$ cat config.mk
export PLATFORM = sky130hd
export DESIGN_NAME = sha256_stream_hasher
export DESIGN_NICKNAME = d
export VERILOG_FILES = /design/src/rtl/sha_pkg.sv /design/src/rtl/sha_ram.sv /design/src/rtl/sha256_stream_hasher.sv
export SDC_FILE = /design/constraint.sdc
export NUM_CORES = 2
export LEC_CHECK = 0
export BUFFER_PORTS_ARGS = -buffer_cell sky130_fd_sc_hd__buf_2
export CAP_MARGIN = 10
export CORE_MARGIN = 4
export CORE_UTILIZATION = 25
export DETAILED_ROUTE_END_ITERATION = 10
export SYNTH_ARGS = -nofsm -noshare
export SYNTH_HDL_FRONTEND = slang
export SYNTH_SLANG_ARGS = --single-unit
$ cat constraint.sdc
create_clock -name clk -period 110.9 [get_ports clk]
set_input_delay 5.545 -clock clk [delete_from_list [all_inputs] [get_ports clk]]
set_output_delay 5.545 -clock clk [all_outputs]
set_load 0.005 [all_outputs]
$ cat src/rtl/sha_pkg.sv
// shared types, constants and round functions for the sha-256 stream hasher
`default_nettype none
package sha_pkg;

  // control sequence of the hasher
  typedef enum logic [2:0] {
    ST_IDLE,
    ST_PAD,
    ST_COMP,
    ST_OUT
  } state_t;

  localparam int unsigned WORDS       = 8;
  localparam int unsigned BLOCK_WORDS = 16;
  localparam int unsigned ROUNDS      = 64;
  localparam logic [7:0]  PAD_MARK    = 8'h80;
  localparam logic [5:0]  LEN_OFFSET  = 6'd56;
  localparam logic [5:0]  LAST_BYTE   = 6'd63;

  // standard initial hash value
  function automatic logic [31:0] init_hash(input logic [2:0] i);
    logic [31:0] v;
    case (i)
      3'd0: v = 32'h6a09e667;
      3'd1: v = 32'hbb67ae85;
      3'd2: v = 32'h3c6ef372;
      3'd3: v = 32'ha54ff53a;
      3'd4: v = 32'h510e527f;
      3'd5: v = 32'h9b05688c;
      3'd6: v = 32'h1f83d9ab;
      default: v = 32'h5be0cd19;
    endcase
    return v;
  endfunction

  // round constants
  function automatic logic [31:0] round_k(input logic [5:0] t);
    logic [31:0] k;
    case (t)
      6'd0: k = 32'h428a2f98;  6'd1: k = 32'h71374491;
      6'd2: k = 32'hb5c0fbcf;  6'd3: k = 32'he9b5dba5;
      6'd4: k = 32'h3956c25b;  6'd5: k = 32'h59f111f1;
      6'd6: k = 32'h923f82a4;  6'd7: k = 32'hab1c5ed5;
      6'd8: k = 32'hd807aa98;  6'd9: k = 32'h12835b01;
      6'd10: k = 32'h243185be; 6'd11: k = 32'h550c7dc3;
      6'd12: k = 32'h72be5d74; 6'd13: k = 32'h80deb1fe;
      6'd14: k = 32'h9bdc06a7; 6'd15: k = 32'hc19bf174;
      6'd16: k = 32'he49b69c1; 6'd17: k = 32'hefbe4786;
      6'd18: k = 32'h0fc19dc6; 6'd19: k = 32'h240ca1cc;
      6'd20: k = 32'h2de92c6f; 6'd21: k = 32'h4a7484aa;
      6'd22: k = 32'h5cb0a9dc; 6'd23: k = 32'h76f988da;
      6'd24: k = 32'h983e5152; 6'd25: k = 32'ha831c66d;
      6'd26: k = 32'hb00327c8; 6'd27: k = 32'hbf597fc7;
      6'd28: k = 32'hc6e00bf3; 6'd29: k = 32'hd5a79147;
      6'd30: k = 32'h06ca6351; 6'd31: k = 32'h14292967;
      6'd32: k = 32'h27b70a85; 6'd33: k = 32'h2e1b2138;
      6'd34: k = 32'h4d2c6dfc; 6'd35: k = 32'h53380d13;
      6'd36: k = 32'h650a7354; 6'd37: k = 32'h766a0abb;
      6'd38: k = 32'h81c2c92e; 6'd39: k = 32'h92722c85;
      6'd40: k = 32'ha2bfe8a1; 6'd41: k = 32'ha81a664b;
      6'd42: k = 32'hc24b8b70; 6'd43: k = 32'hc76c51a3;
      6'd44: k = 32'hd192e819; 6'd45: k = 32'hd6990624;
      6'd46: k = 32'hf40e3585; 6'd47: k = 32'h106aa070;
      6'd48: k = 32'h19a4c116; 6'd49: k = 32'h1e376c08;
      6'd50: k = 32'h2748774c; 6'd51: k = 32'h34b0bcb5;
      6'd52: k = 32'h391c0cb3; 6'd53: k = 32'h4ed8aa4a;
      6'd54: k = 32'h5b9cca4f; 6'd55: k = 32'h682e6ff3;
      6'd56: k = 32'h748f82ee; 6'd57: k = 32'h78a5636f;
      6'd58: k = 32'h84c87814; 6'd59: k = 32'h8cc70208;
      6'd60: k = 32'h90befffa; 6'd61: k = 32'ha4506ceb;
      6'd62: k = 32'hbef9a3f7; default: k = 32'hc67178f2;
    endcase
    return k;
  endfunction

  function automatic logic [31:0] ror(input logic [31:0] v, input int unsigned s);
    return (v >> s) | (v << (32 - s));
  endfunction

  function automatic logic [31:0] sig0(input logic [31:0] x);
    return ror(x, 7) ^ ror(x, 18) ^ (x >> 3);
  endfunction

  function automatic logic [31:0] sig1(input logic [31:0] x);
    return ror(x, 17) ^ ror(x, 19) ^ (x >> 10);
  endfunction

  function automatic logic [31:0] bsig0(input logic [31:0] x);
    return ror(x, 2) ^ ror(x, 13) ^ ror(x, 22);
  endfunction

  function automatic logic [31:0] bsig1(input logic [31:0] x);
    return ror(x, 6) ^ ror(x, 11) ^ ror(x, 25);
  endfunction

endpackage
`default_nettype wire

$ cat src/rtl/sha_ram.sv
// generic single-port-write ram with registered read
`default_nettype none
module sha_ram #(
  parameter int WIDTH = 32,
  parameter int DEPTH = 16
) (
  input  wire logic                     clk,
  input  wire logic                     wr_en,
  input  wire logic [$clog2(DEPTH)-1:0] wr_addr,
  input  wire logic [WIDTH-1:0]         wr_data,
  input  wire logic [$clog2(DEPTH)-1:0] rd_addr,
  output logic      [WIDTH-1:0]         rd_data
);

  logic [WIDTH-1:0] mem [DEPTH];

  // write port and registered read port
  always_ff @(posedge clk) begin
    if (wr_en) begin
      mem[wr_addr] <= wr_data;
    end
    rd_data <= mem[rd_addr];
  end

endmodule
`default_nettype wire

$ cat src/rtl/sha256_stream_hasher.sv
// top level of the sha-256 stream hasher
//
// channel  | signals                                        | direction
// input    | in_valid/in_ready, data_byte, has_byte,         | in
//          | end_of_message                                  |
// output   | out_valid/out_ready, digest_word, word_index,   | out
//          | last_word                                       |
//
// one beat per cycle while bytes only fill the block buffer (16 x 32 ram).
// each full block stalls the input for compression: one round a cycle through a
// single round unit, with the first 16 schedule words read from the ram.
// end of message adds the padding bytes plus one or two compressions,
// then eight output beats; the input is held off until the last one is taken.
// synchronous reset loads the initial hash value and clears all counters.
`default_nettype none
module sha256_stream_hasher (
  input  wire logic        clk,
  input  wire logic        rst,
  input  wire logic        in_valid,
  output logic             in_ready,
  input  wire logic [7:0]  data_byte,
  input  wire logic        has_byte,
  input  wire logic        end_of_message,
  output logic             out_valid,
  input  wire logic        out_ready,
  output logic [31:0]      digest_word,
  output logic [2:0]       word_index,
  output logic             last_word
);

  sha_pkg::state_t state, state_next, comp_ret;

  logic [5:0]  fill;
  logic [63:0] bits;
  logic [63:0] len;
  logic [23:0] acc;
  logic        mark_sent;
  logic        len_ok;
  logic [6:0]  rnd;
  logic [31:0] r [8];
  logic [31:0] w_win [16];
  logic [31:0] h [8];
  logic [2:0]  idx;

  logic        push_en;
  logic [7:0]  push_byte;
  logic        block_full;
  logic        finishing;
  logic        in_acc;
  logic        out_acc;
  logic [31:0] rd_data;
  logic [5:0]  t;
  logic [31:0] w_new, w_t, t1, t2;

  // block buffer as packed words
  sha_ram #(.WIDTH(32), .DEPTH(sha_pkg::BLOCK_WORDS)) u_buf (
    .clk     (clk),
    .wr_en   (push_en && (fill[1:0] == 2'd3)),
    .wr_addr (fill[5:2]),
    .wr_data ({acc, push_byte}),
    .rd_addr (rnd[3:0]),
    .rd_data (rd_data)
  );

  // handshakes
  assign in_ready  = (state == sha_pkg::ST_IDLE);
  assign in_acc    = in_valid && in_ready;
  assign out_valid = (state == sha_pkg::ST_OUT);
  assign out_acc   = out_valid && out_ready;

  assign digest_word = h[idx];
  assign word_index  = idx;
  assign last_word   = (idx == 3'd7);

  // byte source: input or padding
  always_comb begin
    push_en   = 1'b0;
    push_byte = data_byte;
    if (state == sha_pkg::ST_IDLE) begin
      push_en = in_acc && has_byte;
    end else if (state == sha_pkg::ST_PAD) begin
      push_en = 1'b1;
      if (!mark_sent) begin
        push_byte = sha_pkg::PAD_MARK;
      end else if (len_ok && (fill >= sha_pkg::LEN_OFFSET)) begin
        push_byte = len[(3'd7 - fill[2:0]) * 8 +: 8];
      end else begin
        push_byte = 8'h00;
      end
    end
  end

  assign block_full = push_en && (fill == sha_pkg::LAST_BYTE);
  assign finishing  = (state == sha_pkg::ST_PAD) && mark_sent && len_ok &&
                      (fill == sha_pkg::LAST_BYTE);

  // message schedule and round datapath
  assign t     = 6'(rnd - 7'd1);
  assign w_new = w_win[0] + sha_pkg::sig0(w_win[1]) + w_win[9] + sha_pkg::sig1(w_win[14]);
  assign w_t   = (t < 6'd16) ? rd_data : w_new;
  assign t1    = r[7] + sha_pkg::bsig1(r[4]) + ((r[4] & r[5]) ^ (~r[4] & r[6])) +
                 sha_pkg::round_k(t) + w_t;
  assign t2    = sha_pkg::bsig0(r[0]) + ((r[0] & r[1]) ^ (r[0] & r[2]) ^ (r[1] & r[2]));

  // next state
  always_comb begin
    state_next = state;
    case (state)
      sha_pkg::ST_IDLE: begin
        if (block_full) begin
          state_next = sha_pkg::ST_COMP;
        end else if (in_acc && end_of_message) begin
          state_next = sha_pkg::ST_PAD;
        end
      end
      sha_pkg::ST_PAD: begin
        if (block_full) begin
          state_next = sha_pkg::ST_COMP;
        end
      end
      sha_pkg::ST_COMP: begin
        if (rnd == 7'd65) begin
          state_next = comp_ret;
        end
      end
      sha_pkg::ST_OUT: begin
        if (out_acc && last_word) begin
          state_next = sha_pkg::ST_IDLE;
        end
      end
      default: state_next = sha_pkg::ST_IDLE;
    endcase
  end

  // state register
  always_ff @(posedge clk) begin
    if (rst) begin
      state <= sha_pkg::ST_IDLE;
    end else begin
      state <= state_next;
    end
  end

  // control and datapath registers
  always_ff @(posedge clk) begin
    if (rst) begin
      fill      <= '0;
      bits      <= '0;
      mark_sent <= 1'b0;
      len_ok    <= 1'b0;
      rnd       <= '0;
      idx       <= '0;
      comp_ret  <= sha_pkg::ST_IDLE;
      for (int i = 0; i < 8; i++) begin
        h[i] <= sha_pkg::init_hash(3'(i));
      end
    end else begin
      // byte packing
      if (push_en) begin
        fill <= 6'(fill + 6'd1);
        acc  <= {acc[15:0], push_byte};
      end
      // input beat
      if (in_acc) begin
        if (end_of_message) begin
          len       <= bits + (has_byte ? 64'd8 : 64'd0);
          bits      <= '0;
          mark_sent <= 1'b0;
          len_ok    <= 1'b0;
        end else if (has_byte) begin
          bits <= bits + 64'd8;
        end
        comp_ret <= end_of_message ? sha_pkg::ST_PAD : sha_pkg::ST_IDLE;
      end
      // padding progress
      if (state == sha_pkg::ST_PAD) begin
        mark_sent <= 1'b1;
        if (!mark_sent && (fill < sha_pkg::LEN_OFFSET)) begin
          len_ok <= 1'b1;
        end
        if (block_full) begin
          len_ok   <= 1'b1;
          comp_ret <= finishing ? sha_pkg::ST_OUT : sha_pkg::ST_PAD;
        end
      end
      // compression rounds
      if (state == sha_pkg::ST_COMP) begin
        if (rnd == 7'd0) begin
          for (int i = 0; i < 8; i++) begin
            r[i] <= h[i];
          end
        end else if (rnd <= 7'd64) begin
          r[0] <= t1 + t2;
          r[1] <= r[0];
          r[2] <= r[1];
          r[3] <= r[2];
          r[4] <= r[3] + t1;
          r[5] <= r[4];
          r[6] <= r[5];
          r[7] <= r[6];
          for (int i = 0; i < 15; i++) begin
            w_win[i] <= w_win[i + 1];
          end
          w_win[15] <= w_t;
        end else begin
          for (int i = 0; i < 8; i++) begin
            h[i] <= h[i] + r[i];
          end
        end
        rnd <= (rnd == 7'd65) ? 7'd0 : 7'(rnd + 7'd1);
        idx <= '0;
      end
      // digest output
      if (out_acc) begin
        idx <= 3'(idx + 3'd1);
        if (last_word) begin
          for (int i = 0; i < 8; i++) begin
            h[i] <= sha_pkg::init_hash(3'(i));
          end
        end
      end
    end
  end

endmodule
`default_nettype wire

==> run summary <==
Crit path top cell by count: fa_1
Initial drt markers: 6503
Crit-path leading delay family: adder cells
Post-placement cell count: 12600
Die Y-Extent: 618 um
Drt first pass iters: 8
Synth area leader: edfxtp_1
Die boundary width: 618 um
Primary FF master, synth: edfxtp_1
Final setup vio count: 0
Initial cell density of the core: 25.2%
DRT antenna net count: 0
Dpl hpwl: 190000 um
Max Clock Freq: 83.0 MHz
Area of the core: 370000 sq um
DRC: 0
Largest cells by area after synthesis: edfxtp_1 48%, dfxtp_1 5.3%, ha_1 5.3%
Setup TNS: 0 ps
Synthesis-to-layout area growth: 13.2%
Ys async rst share: 0%
Vias in the first global route: 59300
Placed Instance Area: 99300 sq um
Setup bufs post-CTS: 0
Critical path class: flip-flop to flip-flop
Crit path depth: 42
Startpoint types: flip-flop
Fin Clk Skew: 87.7 ps
CP Max Fanout: 5
Yosys Warn Count: 0
Row Count: 223
Die ar.: 382000 sq um
Port Buffers: 51
Req. time, crit path: 111460 ps
Mapped Nets: 8440
Clock sink count: 1741
Skew-Pair Late Insertion Delay: 890 ps
Crit end category: flip-flop
Share of layout cells above drive strength 1: 10.6%
Hold buffer count at CTS: 0
Antenna violations before repair: 8
Hold WC Path Type: flip-flop to flip-flop
Gr ovfl total: 0
RSZ-0062 raised after global routing: no
Vias per cell: 4.80
Largest net degree at the start of global routing: 188
R2R cell count: 42
Slowest cell delay on critical path: 840 ps
CP Data Arrival Time: 12610 ps
CTS resizes: 0
FF-to-FF Start: w_win[0][40]
Final instance count without filler cells: 12900
CP Capture Point: r[0][31]
Worst-Margin Slew: 1160 ps
Synthesized instance count: 7834
Min Tclk post-route: 12050 ps
Root Driver: clkbuf_16
Max stage delay cell, worst path: o21ai_0
Via count: 62100
First-pass GRT wire length: 399000 um
CTS clock-pin slew for the worst setup and hold paths: 60 ps
Routed WL per cell: 20.9 um
Reg2reg end: r[0][31]
Ports: 52
Worst path bufs/invs: 3
Slew HR: 22.2%
CTS tree: built
Seq/Total Area, Yosys: 53.5%
Max Transition Viols Final: 0
Final wirelength: 270000 um
CTS max path bufs: 3
Synthesized area: 93200 sq um
H-tree Lvls: 4
Design Area, Final: 105000 sq um
Total global-route track usage: 13.7%
Gpl congestion: 0.938
Max-cap viol count: 0
CTS Buf Count: 184
Status: complete, no violations
CP startpoint: w_win[0][40]
Syn_area_per_cell: 11.9 sq um
Nets@finish: 8415
Hold Fails Final Rpt: 0
FF-to-FF setup slack: 98850 ps
Synth top area share: 48.1%
Tcrit/Tclk final: 10.9%
Post-synth EDFFs: 1493
Flops & latches, synth: 1741
Unique masters post-synth: 110
## through the flow
stage / hold slack [ps] / setup WS, ps / utilization (%)
floorplan: 400 / 69370 / -
global placement: 401 / 98960 / 26.8
detailed placement: 405 / 99080 / 26.8
CTS: 394 / 98960 / 28.5
global route: 398 / 98130 / 28.5
finish: 399 / 98850 / 28.5
## layout by cell type (no fill, tap or decap), types with 49 or more instances in the layout
| cell type | instances |
|---|---|
| clkbuf_16 | 184 |
| xor2_1 | 245 |
| dfxtp_1 | 241 |
| nor2_1 | 394 |
| mux2_2 | 143 |
| o21a_1 | 50 |
| buf_2 | 51 |
| nor2b_1 | 59 |
| mux2i_1 | 108 |
| and3_1 | 62 |
| a31oi_1 | 58 |
| buf_4 | 103 |
| nand2_1 | 923 |
| a21o_1 | 198 |
| fa_1 | 198 |
| nand4_1 | 49 |
| or3_1 | 53 |
| mux4_2 | 154 |
| edfxtp_1 | 1493 |
| o21ai_0 | 389 |
| nand2b_1 | 71 |
| ha_1 | 393 |
| xnor2_1 | 418 |
| a21oi_1 | 473 |
| nor3_1 | 112 |
| inv_1 | 396 |
| nand3_1 | 132 |
## final cells by class
type	count	area (sq um)
Fill cell	38100	265000
Sequential cell	1741	49800
Multi-Input combinational cell	5320	40700
Tap cell	4950	6190
Clock buffer	236	4930
Inverter	404	1530
Clock inverter	108	1170
Timing Repair Buffer	158	1110
Antenna cell	4	10.0
## cell usage after synthesis (all sizes together) (27+ instances only)
library cell,count
or3,53
and3,63
nand2,930
nor2,413
nand2b,71
o221ai,47
mux2,144
mux2i,108
nand3,133
o21bai,36
a21o,198
edfxtp,1493
mux4,154
a211oi,46
a21oi,475
nor3,118
a221oi,27
o21a,50
xnor2,422
ha,394
o21ai,433
nand4,49
o211ai,41
fa,198
clkbuf,299
o22ai,47
a31oi,59
dfxtp,248
buf,70
nor2b,59
inv,400
xor2,247
## metal layers
| layer | GRT usage [%] | routed length, um | up-vias |
|---|---|---|---|
| li1 | - | - | 28600 |
| met1 | 19.0 | 119000 | 30900 |
| met2 | 21.8 | 124000 | 2111 |
| met3 | 1.99 | 17300 | 408 |
| met4 | 4.63 | 9370 | 4 |
| met5 | 0 | 17 | - |
## worst min path at each step
stage / slack, ps / to / start / cells past startpoint
finish: 400 / w_win[0][89] / w_win[0][121] / 0
global route: 400 / w_win[1][108] / w_win[1][140] / 0
CTS: 390 / w_win[0][89] / w_win[0][121] / 0
detailed placement: 400 / w_win[0][101] / w_win[0][133] / 0
global placement: 400 / w_win[0][219] / w_win[0][251] / 0
floorplan: 400 / w_win[0][100] / w_win[0][132] / 0
## sequential cells by signal, indices dropped and copies added (netlist names), 24 cells and up, named ones only
signal	count
u_buf.rd_data	32
w_win	512
acc	24
u_buf.mem	512
bits	61
len	61
r	256
h	256
## logic make-up after synthesis
| logic type | count (synthesis) | synth area share, % |
|---|---|---|
| compound gates | 1648 | 11.2 |
| xor+xnor | 669 | 6.31 |
| fa+ha+maj | 597 | 9.60 |
| buf+inv | 773 | 3.14 |
| flops | 1741 | 53.5 |
| mux | 406 | 6.62 |
| simple gates | 2000 | 9.69 |
Power is not shown: default switching activity piles up to over one toggle a cycle in this logic, so the estimate is an artifact.
